File: src/rtl/msmu_pkg.sv
// Types, constants and helper functions of the multispin Metropolis update unit.
package msmu_pkg;

    localparam int WORD_W      = 32;
    localparam int PAIR_W      = 2 * WORD_W;
    localparam int PAIR_COUNT  = 7;
    localparam int NEIGH_COUNT = 6;
    localparam int CNT_W       = $clog2(NEIGH_COUNT + 1);
    localparam int CFG_IDX_W   = $clog2(PAIR_COUNT + 1);

    typedef logic [WORD_W-1:0] t_word;
    typedef logic [PAIR_W-1:0] t_pair;
    typedef logic [CNT_W-1:0]  t_count;
    typedef logic [CFG_IDX_W-1:0] t_cfg_idx;

    localparam t_word ALL_ONES = '1;

    // Comparison outcome of the shared random value against every threshold pair.
    typedef struct packed {
        logic [PAIR_COUNT-1:0] uncond_hit;
        logic [PAIR_COUNT-1:0] fdep_hit;
    } t_hits;

    // Number of set bits among the six antiparallel flags of one replica.
    function automatic t_count count_ones6(logic [NEIGH_COUNT-1:0] flags);
        t_count sum;
        sum = '0;
        for (int j = 0; j < NEIGH_COUNT; j++) begin
            sum = sum + t_count'(flags[j]);
        end
        return sum;
    endfunction

endpackage

File: src/rtl/msmu_ifs.sv
// Channel interfaces of the multispin Metropolis update unit: site beats, results, config writes.
interface msmu_site_if;
    logic           valid;
    logic           ready;
    msmu_pkg::t_word spin_word;
    msmu_pkg::t_word neighbour_xm;
    msmu_pkg::t_word neighbour_xp;
    msmu_pkg::t_word neighbour_ym;
    msmu_pkg::t_word neighbour_yp;
    msmu_pkg::t_word neighbour_zm;
    msmu_pkg::t_word neighbour_zp;
    msmu_pkg::t_word field_word;
    msmu_pkg::t_word random_value;

    modport source (
        output valid, spin_word, neighbour_xm, neighbour_xp, neighbour_ym,
               neighbour_yp, neighbour_zm, neighbour_zp, field_word, random_value,
        input  ready
    );
    modport sink (
        input  valid, spin_word, neighbour_xm, neighbour_xp, neighbour_ym,
               neighbour_yp, neighbour_zm, neighbour_zp, field_word, random_value,
        output ready
    );
endinterface

interface msmu_result_if;
    logic            valid;
    logic            ready;
    msmu_pkg::t_word new_spin_word;

    modport source (output valid, new_spin_word, input ready);
    modport sink (input valid, new_spin_word, output ready);
endinterface

interface msmu_cfg_if;
    logic               valid;
    logic               ready;
    msmu_pkg::t_cfg_idx reg_index;
    msmu_pkg::t_pair    wr_data;

    modport source (output valid, reg_index, wr_data, input ready);
    modport sink (input valid, reg_index, wr_data, output ready);
endinterface

File: src/rtl/msmu_thr_cmp.sv
// Threshold pair registers and the fourteen compares against the shared random value.
module msmu_thr_cmp (
    input  logic                i_clk,
    input  logic                i_rst_n,
    msmu_cfg_if.sink            i_cfg,
    input  msmu_pkg::t_word     i_random,
    output msmu_pkg::t_hits     o_hits
);

    msmu_pkg::t_pair r_pair [msmu_pkg::PAIR_COUNT];

    assign i_cfg.ready = 1'b1;

    // Writes to an index past the last pair are dropped.
    always_ff @(posedge i_clk) begin
        if (!i_rst_n) begin
            for (int k = 0; k < msmu_pkg::PAIR_COUNT; k++) begin
                r_pair[k] <= '0;
            end
        end else if (i_cfg.valid
                     && (i_cfg.reg_index < msmu_pkg::CFG_IDX_W'(msmu_pkg::PAIR_COUNT))) begin
            r_pair[i_cfg.reg_index] <= i_cfg.wr_data;
        end
    end

    always_comb begin
        for (int k = 0; k < msmu_pkg::PAIR_COUNT; k++) begin
            o_hits.uncond_hit[k] = (i_random <= r_pair[k][msmu_pkg::WORD_W-1:0]);
            o_hits.fdep_hit[k]   = (i_random <= r_pair[k][msmu_pkg::PAIR_W-1:msmu_pkg::WORD_W]);
        end
    end

endmodule

File: src/rtl/multispin_metropolis_update_unit.sv
// Top level of the multispin Metropolis update unit: a three-stage site update pipeline.
//
//  Channel    Direction  Handshake      Beat contents
//  i_site     in         valid/ready    site word, six neighbour words, field word, random value
//  o_result   out        valid/ready    new site word
//  i_cfg      in         valid/ready    pair index (3 bits), 64-bit threshold pair
//
//  One site beat is taken per cycle while i_site.ready is high; a beat passes three register
//  stages (compare, count and mask build, output register) before its result shows.
//  The rate is set by the output register: a stall on o_result backs up stage by stage,
//  and i_site.ready drops only once all three stages hold a beat. i_cfg.ready is always high.
//  i_rst_n is synchronous; it empties the pipeline and clears all threshold pairs to zero.
//  Pairs are to be rewritten only while the pipeline is empty; the block leaves this to the user.
module multispin_metropolis_update_unit (
    input  logic           i_clk,
    input  logic           i_rst_n,
    msmu_site_if.sink      i_site,
    msmu_result_if.source  o_result,
    msmu_cfg_if.sink       i_cfg
);

    // Stage enables. A stage may load when it is empty or when its content moves on.
    logic w_out_en;
    logic w_s2_en;
    logic w_s1_en;

    // Stage 1: antiparallel words, field-antiparallel word and threshold compare outcomes.
    logic              r_s1_valid;
    msmu_pkg::t_word   r_s1_site;
    msmu_pkg::t_word   r_s1_anti [msmu_pkg::NEIGH_COUNT];
    msmu_pkg::t_word   r_s1_fanti;
    msmu_pkg::t_hits   r_s1_hits;
    msmu_pkg::t_word   n_s1_anti [msmu_pkg::NEIGH_COUNT];
    msmu_pkg::t_hits   w_hits;

    // Stage 2: per-replica antiparallel counts and the seven candidate flip masks.
    logic              r_s2_valid;
    msmu_pkg::t_word   r_s2_site;
    msmu_pkg::t_count  r_s2_cnt   [msmu_pkg::WORD_W];
    msmu_pkg::t_word   r_s2_kmask [msmu_pkg::PAIR_COUNT];
    msmu_pkg::t_count  n_s2_cnt   [msmu_pkg::WORD_W];
    msmu_pkg::t_word   n_s2_kmask [msmu_pkg::PAIR_COUNT];

    // Stage 3: output register.
    logic              r_out_valid;
    msmu_pkg::t_word   r_out_word;
    msmu_pkg::t_word   n_out_word;

    assign w_out_en     = !r_out_valid || o_result.ready;
    assign w_s2_en      = !r_s2_valid  || w_out_en;
    assign w_s1_en      = !r_s1_valid  || w_s2_en;
    assign i_site.ready = w_s1_en;

    // The random value is compared against all fourteen thresholds in the first stage.
    msmu_thr_cmp u_thr_cmp (
        .i_clk    (i_clk),
        .i_rst_n  (i_rst_n),
        .i_cfg    (i_cfg),
        .i_random (i_site.random_value),
        .o_hits   (w_hits)
    );

    // A neighbour bit that differs from the site bit marks an antiparallel bond.
    always_comb begin
        n_s1_anti[0] = i_site.spin_word ^ i_site.neighbour_xm;
        n_s1_anti[1] = i_site.spin_word ^ i_site.neighbour_xp;
        n_s1_anti[2] = i_site.spin_word ^ i_site.neighbour_ym;
        n_s1_anti[3] = i_site.spin_word ^ i_site.neighbour_yp;
        n_s1_anti[4] = i_site.spin_word ^ i_site.neighbour_zm;
        n_s1_anti[5] = i_site.spin_word ^ i_site.neighbour_zp;
    end

    // Bit-sliced counting: each replica bit gathers its six flags into a 3-bit count.
    // Each count gets its mask: all ones on an unconditional hit, else the
    // field-antiparallel replicas on a field-dependent hit, else nothing.
    always_comb begin
        for (int b = 0; b < msmu_pkg::WORD_W; b++) begin
            n_s2_cnt[b] = msmu_pkg::count_ones6({r_s1_anti[5][b], r_s1_anti[4][b],
                                                 r_s1_anti[3][b], r_s1_anti[2][b],
                                                 r_s1_anti[1][b], r_s1_anti[0][b]});
        end
        for (int k = 0; k < msmu_pkg::PAIR_COUNT; k++) begin
            if (r_s1_hits.uncond_hit[k]) begin
                n_s2_kmask[k] = msmu_pkg::ALL_ONES;
            end else if (r_s1_hits.fdep_hit[k]) begin
                n_s2_kmask[k] = r_s1_fanti;
            end else begin
                n_s2_kmask[k] = '0;
            end
        end
    end

    // The zero-count mask applies to every replica; the others only where the count matches.
    always_comb begin
        for (int b = 0; b < msmu_pkg::WORD_W; b++) begin
            n_out_word[b] = r_s2_site[b]
                          ^ (r_s2_kmask[0][b]
                             | ((r_s2_cnt[b] != '0) && r_s2_kmask[r_s2_cnt[b]][b]));
        end
    end

    always_ff @(posedge i_clk) begin
        if (!i_rst_n) begin
            r_s1_valid  <= 1'b0;
            r_s2_valid  <= 1'b0;
            r_out_valid <= 1'b0;
        end else begin
            if (w_s1_en) begin
                r_s1_valid <= i_site.valid;
            end
            if (w_s2_en) begin
                r_s2_valid <= r_s1_valid;
            end
            if (w_out_en) begin
                r_out_valid <= r_s2_valid;
            end
        end
    end

    always_ff @(posedge i_clk) begin
        if (w_s1_en) begin
            r_s1_site  <= i_site.spin_word;
            r_s1_anti  <= n_s1_anti;
            r_s1_fanti <= i_site.spin_word ^ i_site.field_word;
            r_s1_hits  <= w_hits;
        end
        if (w_s2_en) begin
            r_s2_site  <= r_s1_site;
            r_s2_cnt   <= n_s2_cnt;
            r_s2_kmask <= n_s2_kmask;
        end
        if (w_out_en) begin
            r_out_word <= n_out_word;
        end
    end

    assign o_result.valid         = r_out_valid;
    assign o_result.new_spin_word = r_out_word;

endmodule

File: src/flat_wrapper.sv
// flat-port wrapper written by rule: the top's interface ports become plain ports
module multispin_metropolis_update_unit_flat 
  (i_clk, i_rst_n, i_site_valid, i_site_spin_word, i_site_neighbour_xm, i_site_neighbour_xp, i_site_neighbour_ym, i_site_neighbour_yp, i_site_neighbour_zm, i_site_neighbour_zp, i_site_field_word, i_site_random_value, i_site_ready, o_result_valid, o_result_new_spin_word, o_result_ready, i_cfg_valid, i_cfg_reg_index, i_cfg_wr_data, i_cfg_ready);
  msmu_site_if i_site_i ();
  msmu_result_if o_result_i ();
  msmu_cfg_if i_cfg_i ();
  input  logic i_clk;
  input  logic i_rst_n;
  input wire logic [$bits(i_site_i.valid)-1:0] i_site_valid;
  input wire logic [$bits(i_site_i.spin_word)-1:0] i_site_spin_word;
  input wire logic [$bits(i_site_i.neighbour_xm)-1:0] i_site_neighbour_xm;
  input wire logic [$bits(i_site_i.neighbour_xp)-1:0] i_site_neighbour_xp;
  input wire logic [$bits(i_site_i.neighbour_ym)-1:0] i_site_neighbour_ym;
  input wire logic [$bits(i_site_i.neighbour_yp)-1:0] i_site_neighbour_yp;
  input wire logic [$bits(i_site_i.neighbour_zm)-1:0] i_site_neighbour_zm;
  input wire logic [$bits(i_site_i.neighbour_zp)-1:0] i_site_neighbour_zp;
  input wire logic [$bits(i_site_i.field_word)-1:0] i_site_field_word;
  input wire logic [$bits(i_site_i.random_value)-1:0] i_site_random_value;
  output wire logic [$bits(i_site_i.ready)-1:0] i_site_ready;
  output wire logic [$bits(o_result_i.valid)-1:0] o_result_valid;
  output wire logic [$bits(o_result_i.new_spin_word)-1:0] o_result_new_spin_word;
  input wire logic [$bits(o_result_i.ready)-1:0] o_result_ready;
  input wire logic [$bits(i_cfg_i.valid)-1:0] i_cfg_valid;
  input wire logic [$bits(i_cfg_i.reg_index)-1:0] i_cfg_reg_index;
  input wire logic [$bits(i_cfg_i.wr_data)-1:0] i_cfg_wr_data;
  output wire logic [$bits(i_cfg_i.ready)-1:0] i_cfg_ready;
  assign i_site_i.valid = i_site_valid;
  assign i_site_i.spin_word = i_site_spin_word;
  assign i_site_i.neighbour_xm = i_site_neighbour_xm;
  assign i_site_i.neighbour_xp = i_site_neighbour_xp;
  assign i_site_i.neighbour_ym = i_site_neighbour_ym;
  assign i_site_i.neighbour_yp = i_site_neighbour_yp;
  assign i_site_i.neighbour_zm = i_site_neighbour_zm;
  assign i_site_i.neighbour_zp = i_site_neighbour_zp;
  assign i_site_i.field_word = i_site_field_word;
  assign i_site_i.random_value = i_site_random_value;
  assign i_site_ready = i_site_i.ready;
  assign o_result_valid = o_result_i.valid;
  assign o_result_new_spin_word = o_result_i.new_spin_word;
  assign o_result_i.ready = o_result_ready;
  assign i_cfg_i.valid = i_cfg_valid;
  assign i_cfg_i.reg_index = i_cfg_reg_index;
  assign i_cfg_i.wr_data = i_cfg_wr_data;
  assign i_cfg_ready = i_cfg_i.ready;
  multispin_metropolis_update_unit u_core (.i_clk(i_clk), .i_rst_n(i_rst_n), .i_site(i_site_i), .o_result(o_result_i), .i_cfg(i_cfg_i));
endmodule
File: config.mk
export PLATFORM = sky130hd
export DESIGN_NAME = multispin_metropolis_update_unit_flat
export DESIGN_NICKNAME = d
export VERILOG_FILES = /design/src/rtl/msmu_pkg.sv /design/src/rtl/msmu_ifs.sv /design/src/rtl/msmu_thr_cmp.sv /design/src/rtl/multispin_metropolis_update_unit.sv /design/src/flat_wrapper.sv
export SDC_FILE = /design/constraint.sdc
export NUM_CORES = 2
export LEC_CHECK = 0
export BUFFER_PORTS_ARGS = -buffer_cell sky130_fd_sc_hd__buf_4
export CELL_PAD_IN_SITES_DETAIL_PLACEMENT = 1
export CELL_PAD_IN_SITES_GLOBAL_PLACEMENT = 1
export CORE_MARGIN = 1.5
export CORE_UTILIZATION = 35
export CTS_CLUSTER_SIZE = 40
export DETAILED_ROUTE_END_ITERATION = 10
export PLACE_DENSITY = 0.7
export SETUP_SLACK_MARGIN = 0.05
export SYNTH_ARGS = -nofsm -noshare
export SYNTH_HDL_FRONTEND = slang
export SYNTH_HIERARCHICAL = 1
export SYNTH_SLANG_ARGS = --single-unit
File: constraint.sdc
create_clock -name i_clk -period 11.65 [get_ports i_clk]
set_clock_uncertainty 0.05 [all_clocks]
set_input_delay 0 -clock i_clk [delete_from_list [all_inputs] [get_ports i_clk]]
set_output_delay 0 -clock i_clk [all_outputs]
set_load 0.05 [all_outputs]
* Word-level counts from Yosys, hierarchy flattened
Memories as Yosys holds them, arrays and structs flattened.
Cells that the tools add are included.
W data, S select, Z words.
** Storage, ports and cells
- Bits in registers :: 657
- RAM bits :: 448
- Word-level logic and storage cells :: 547
- Memories :: 1
** Operators by class
- Add/sub/neg operators :: 160
- Order comparisons :: 47
- Muxes and demuxes :: 110
- Bitwise logic cells :: 103
- Reduce and logical (&&, ||, !) cells :: 72
** Memories
- u_core.u_thr_cmp.r_pair :: depth 7, width 64, rd ports 7, clocked after memory_dff 0, wr ports 7, RTL line msmu_thr_cmp.sv:10 : msmu_pkg::t_pair r_pair [msmu_pkg::PAIR_COUNT];
** Operator list (number)
- $bmux W32 S3 :: 32
- $le A32 B32 Y1 :: 14
- $add A3 B1 Y3 :: 128
- $mux W32 :: 9
- $xor A32 B32 Y32 :: 7
- $ge A4 B4 Y1 const B :: 32
- $not A3 Y4 :: 32
- $reduce_bool A3 Y1 :: 32
- $add A1 B1 Y2 :: 32
- $mux W64 :: 1
- $reduce_or A64 Y1 :: 1
- $mux W31 :: 2
- $mux W30 :: 2
- $mux W29 :: 2
- $mux W28 :: 2
- $mux W27 :: 2
- $mux W26 :: 2
- $mux W25 :: 2
- $mux W24 :: 2
- $mux W23 :: 2
- $mux W22 :: 2
- $mux W21 :: 2
- $mux W20 :: 2
- $mux W19 :: 2
- 24 further kinds :: 146

* Depth between registers and ports, before layout
- Word-level depth :: 7
- Mapped depth :: 7
- Gate-level depth less buffers :: 7

* Hierarchy
Netlist, hierarchy kept.
** By module, submodules not included
- multispin_metropolis_update_unit :: times used 1, cells an instance 1876, area an instance 28975.3 um2, sequential area each 19698.9 um2
- msmu_thr_cmp :: times used 1, cells an instance 2769, area an instance 27345.0 um2, sequential area each 12812.3 um2

* Worst setup path after synthesis
OpenSTA, ideal clock, no wires.
- Path kind :: register -> register
- Start :: register u_core.r_out_valid, in the netlist u_core/o_result.valid
- End :: register u_core/r_s1_anti[0] (netlist bit), enable pin
- Library setup time :: 2.876 ns
- Arrival :: 7.217 ns
- Data required time :: 8.724 ns
- Setup slack :: 1.507 ns
- Cell stages (with the launch flop) :: 3
- Buffers on the path :: 0
- Clock period less this slack :: 10.143 ns
- Cells stage by stage :: dfxtp_1 -> and2b_1 -> nand3_1
** Between the ends
- Cells in the longest elaborated chain, start to end :: 4
** RTL lines
- from (decl) :: RTL line multispin_metropolis_update_unit.sv:45 : logic r_out_valid;
- from (signal assigned) :: RTL line multispin_metropolis_update_unit.sv:115 : r_out_valid <= r_s2_valid;
- $logic_not A1 Y1 :: RTL line multispin_metropolis_update_unit.sv:49 : assign w_out_en = !r_out_valid || o_result.ready;
- $logic_or A1 B1 Y1 :: RTL line multispin_metropolis_update_unit.sv:49
- $logic_or A1 B1 Y1 :: RTL line multispin_metropolis_update_unit.sv:50 : assign w_s2_en = !r_s2_valid || w_out_en;
- $logic_or A1 B1 Y1 :: RTL line multispin_metropolis_update_unit.sv:51 : assign w_s1_en = !r_s1_valid || w_s2_en;
- named net i_site_ready :: RTL line flat_wrapper.sv:19 : output wire logic [$bits(i_site_i.ready)-1:0] i_site_ready;
- to (signal assigned) :: RTL line multispin_metropolis_update_unit.sv:123 : r_s1_anti <= n_s1_anti;
- to (decl) :: RTL line multispin_metropolis_update_unit.sv:30 : msmu_pkg::t_word r_s1_anti [msmu_pkg::NEIGH_COUNT];
The timed path passes the listed nets, and every way through them passes these cells.
A chain may end at the register's enable or synchronous reset.

* Final worst setup path
- Start :: register u_core.r_out_valid, in the netlist u_core/o_result.valid
- End :: register u_core/r_s2_kmask[15] (netlist bit), enable pin
** Between the ends
- Cells in the longest elaborated chain, start to end :: 3
** RTL lines
- $logic_not A1 Y1 :: RTL line multispin_metropolis_update_unit.sv:49
- $logic_or A1 B1 Y1 :: RTL line multispin_metropolis_update_unit.sv:49
- $logic_or A1 B1 Y1 :: RTL line multispin_metropolis_update_unit.sv:50
- named net u_core.w_s2_en :: RTL line multispin_metropolis_update_unit.sv:24 : logic w_s2_en;
- to (signal assigned) :: RTL line multispin_metropolis_update_unit.sv:130 : r_s2_kmask <= n_s2_kmask;
- to (decl) :: RTL line multispin_metropolis_update_unit.sv:40 : msmu_pkg::t_word r_s2_kmask [msmu_pkg::PAIR_COUNT];
The timed path passes the listed nets, and every way through them passes these cells.

==> implementation parameters <==
Parameter                              Value

Run status
  Outcome    completed

Floorplanning
  Starting density of the core    35.2%
  # IOs    395
  Die height    404 um
  Die width    404 um
  Number of placement rows    147
  Core Region    160000 um2
  Die area    163000 um2

Power and ir drop
  Pwr/cell area    161 nW/um2
  Power share of the clock group    34.8%
  Leakage power figure    0.0304 uW
  Switching fraction of total power    29.2%
  Internal portion of total power    8140 uW
  Net Sw Power    3360 uW
  Proportion of power drawn by flip-flops and latches    46.7%
  Combinational group share of total power    18.5%
  Maximum resistive drop on vdd    0.000141 V

Worst setup path
  Slack of the worst reg-to-reg path    7790 ps
  Reg2reg path depth    4
  Crit. End Element    flip-flop
  Critical-path maximum fanout    80
  Category of the most critical setup path    flip-flop to flip-flop
  R2R Path Start    u_core/o_result.valid
  Worst R2R End    u_core/r_s2_kmask[15]
  Worst path arrival time    4170 ps
  Startpoint type of the worst setup path    flip-flop
  Required time at the endpoint of the critical path    11960 ps

Cells and area
  Fraction of final layout cells with drive strength greater than 1    11.0%
  Multi-input combinational cell area    20400 um2
  Relative area change from synthesis to final layout    27.0%
  Storage cell area    32500 um2
  Fill cell instance count of the final layout    16.9k
  Post-Layout Cell Count    7919
  NumNets Final    6584

Min path
  Worst hold path class    input pin to flip-flop
  Worst Hold Launch    i_site_neighbour_xp[4]
  Number of cells on the worst hold path    3
  Worst hold path endpoint    u_core/r_s1_anti[132]

Global routing
  Total GRT Usage    21.6%
  First-pass GRT wire length    265000 um
  Via count of the first global-routing pass    44.5k
  Largest net degree at the start of global routing    161
  Number of antenna violations at the first check in global routing    12
  GR Overflow Total    0

CTS
  Post-cts gate resize count    0
  Buffers inserted by post-CTS timing repair    0
  Clock insertion delay at the later pin of the skew report    770 ps
  CTS Hold Bufs    577
  Num CTS Buffers    130
  Buffer depth of the longest clock path    3
  Clock transition time at the flip-flop clock pins of the worst setup and hold paths    70 ps
  Clock tree from TritonCTS    built
  Clk Tree Root Cell    clkbuf_16
  Clock sinks    1105
  H-tree levels    4

Timing
  Slew Limit Headroom    22.4%
  Final critical delay including setup and external delays    3860 ps
  Total of endpoints with negative setup slack in the final report    0
  Setup tns final    0 ps
  Final hold violation count    0
  Peak clock frequency supported by timing    259 MHz
  Unrepaired setup endpoints after global routing    false
  Final critical-path share of the clock period    33.1%
  Worst setup slack after layout    7790 ps
  Pins over their slew limit    0
  Transition time of the tightest slew-check pin    1160 ps

Placement
  Placed cell count    7099
  DP Wirelength    104000 um
  Number of port buffers    393
  Setup Slack @ Placement    7870 ps
  Final weighted congestion in routability-driven placement    0.840

Synth
  Area share of fa/ha/maj cells after synthesis    14.1%
  Multiplexer fraction of the synthesized cell area    0%
  XOR/XNOR share of the synthesized area    3.98%
  Main combinational cell family by area after synthesis    adder cells
  Fraction of the mapped netlist area in compound gates    9.00%
  Instance count of the mapped netlist    4645
  Avg Synthesized Cell Area    12.1 um2
  Register bit count reported by yosys    1105
  Fraction of the mapped netlist area in simple logic gates    8.96%
  EDFF count, synth    1038
  Cell Area, Synth    56300 um2
  Primary flip-flop cell chosen by synthesis mapping    edfxtp_1
  Number of nets in the synthesized netlist    5581
  Count of warnings emitted by yosys    6
  Portion of the post-synthesis area used by sequential elements    57.7%
  Number of distinct library cells after synthesis    48
  Asr flop ratio synth    0%

Routing
  Vias per std cell    5.03
  Detailed Routing Iterations Pass 1    5
  DR WL/cell    22.4 um
  Number of design-rule violations left by the first detailed-router iteration    2369
  Total via count after detailed routing    39.8k
  Remaining antenna violation count after routing    0
  Drt total wl    178000 um
  Post-detailed-route DRC marker count    0

Run
  Number of violations of the max-capacitance limit    0
stage by stage:
| step | hold WS (ps) | util [%] | total power, uW | instance area (um2) |
|---|---|---|---|---|
| floorplan | 48.9 | - | 6460 | 56300 |
| global route | 28.8 | 44.6 | 12000 | 71500 |
| detailed placement | 227 | 38.5 | 7300 | 61600 |
| CTS | 0.150 | 44.6 | 11500 | 71500 |
| global placement | 203 | 38.5 | 7180 | 61600 |
| finish | 52.6 | 44.6 | 11500 | 71500 |
sequential cells by signal, summed over array words and instances (netlist names), 32 cells and up:
signal and cells:
u_core/r_s1_site 32, u_core/r_s2_kmask 224, u_core/u_thr_cmp/r_pair 448, u_core/r_s1_anti 192, u_core/r_s1_fanti 32, u_core/r_s2_site 32
u_core/r_s2_cnt 96, u_core/o_result.new_spin_word 32
cell families (layout without fill, tap and decap cells):
logic type / Yosys count / in the layout
other: 1 / 11
buffers and inverters: 892 / 1996
AOI/OAI and AO/OA: 757 / 757
DFF: 1105 / 1105
and+or+nand+nor: 1058 / 1058
xor gates and xnor gates: 256 / 256
adders and majority gates: 576 / 576
area by class of cell:
class | instances | share of cell area (%)
antenna | 10 | 0.0350
clock buffer | 165 | 4.85
clock inverter | 68 | 0.835
inverter | 755 | 3.96
multi-input combinational | 2648 | 28.5
sequential | 1105 | 45.5
tap | 2160 | 3.78
timing repair buffer | 1008 | 12.6
critical path, cell delays in order, from the launching register on:
cell and delay (ps):
dfxtp_1 330, and2b_1 260, nand2_4 810, buf_4 910, buf_4 910
worst max-delay path by stage:
stage / to / from
2_1_floorplan: u_core/r_s1_anti[0] / u_core/o_result.valid
3_3_place_gp: u_core/r_s2_site[15] / u_core/o_result.valid
3_5_place_dp: u_core/r_s2_kmask[143] / u_core/o_result.valid
4_1_cts: u_core/r_s2_kmask[176] / u_core/o_result.valid
5_1_grt: u_core/r_s2_cnt[50] / u_core/o_result.valid
6_report: u_core/r_s2_kmask[15] / u_core/o_result.valid
synthesized netlist by cell type (2+ instances only):
| cell type | n | area (um2) |
|---|---|---|
| edfxtp_1 | 1038 | 31200 |
| inv_1 | 754 | 2830 |
| ha_1 | 480 | 6010 |
| nor2_1 | 335 | 1260 |
| nand2_1 | 308 | 1160 |
| a21o_1 | 224 | 1680 |
| xor2_1 | 224 | 1960 |
| a21oi_1 | 169 | 846 |
| a31oi_1 | 105 | 657 |
| fa_1 | 96 | 1920 |
| nand4_1 | 93 | 582 |
| dfxtp_1 | 67 | 1340 |
| nor3_1 | 66 | 330 |
| o21ai_0 | 66 | 330 |
| and2_1 | 64 | 400 |
| a21boi_1 | 61 | 458 |
| buf_2 | 61 | 305 |
| clkbuf_1 | 59 | 221 |
| nand3_1 | 52 | 260 |
| nand2b_1 | 50 | 313 |
| a221oi_1 | 42 | 368 |
| a211oi_1 | 32 | 240 |
| and3b_1 | 32 | 280 |
| xnor2_1 | 32 | 280 |
| and4_1 | 19 | 166 |
| nor2b_1 | 15 | 93.8 |
| a2111o_1 | 14 | 158 |
| o211ai_1 | 14 | 105 |
| buf_6 | 12 | 135 |
| nor4_1 | 9 | 56.3 |
| o31ai_1 | 9 | 67.6 |
| a311oi_1 | 5 | 43.8 |
| nand4bb_1 | 5 | 56.3 |
| o21ai_1 | 5 | 25.0 |
| o22ai_1 | 5 | 31.3 |
| or4_1 | 5 | 37.5 |
| a21boi_0 | 4 | 30.0 |
| buf_1 | 3 | 11.3 |
| buf_4 | 2 | 15.0 |
metal layers:
layer	vias up	track usage [%]	share of wire, %
met5	-	0	0.0073
met2	1009	40.1	53
li1	18228	-	-
met1	20224	24.4	39
met3	363	3.08	4.0
met4	2	9.69	4.4
power groups by stage:
stage | logic (uW) | clock network, uW | registers [uW]
6_report | 2120 | 4010 | 5370
5_1_grt | 2330 | 4230 | 5420
4_1_cts | 2070 | 4050 | 5340
3_5_place_dp | 1880 | 0 | 5410
3_3_place_gp | 1790 | 0 | 5380
2_1_floorplan | 1010 | 0 | 5450
cells in the final DEF, fill, tap and decap left out, types with 96 or more instances in the layout:
cell and n:
edfxtp_1 1038, clkbuf_16 132, inv_1 754, fa_1 96, buf_4 430, a21oi_1 169
ha_1 480, dlygate4sd3_1 577, a31oi_1 105, xor2_1 224, a21o_1 224, nand2_1 301
nor2_1 335
Note: power is estimated with default switching activity, not from simulation.
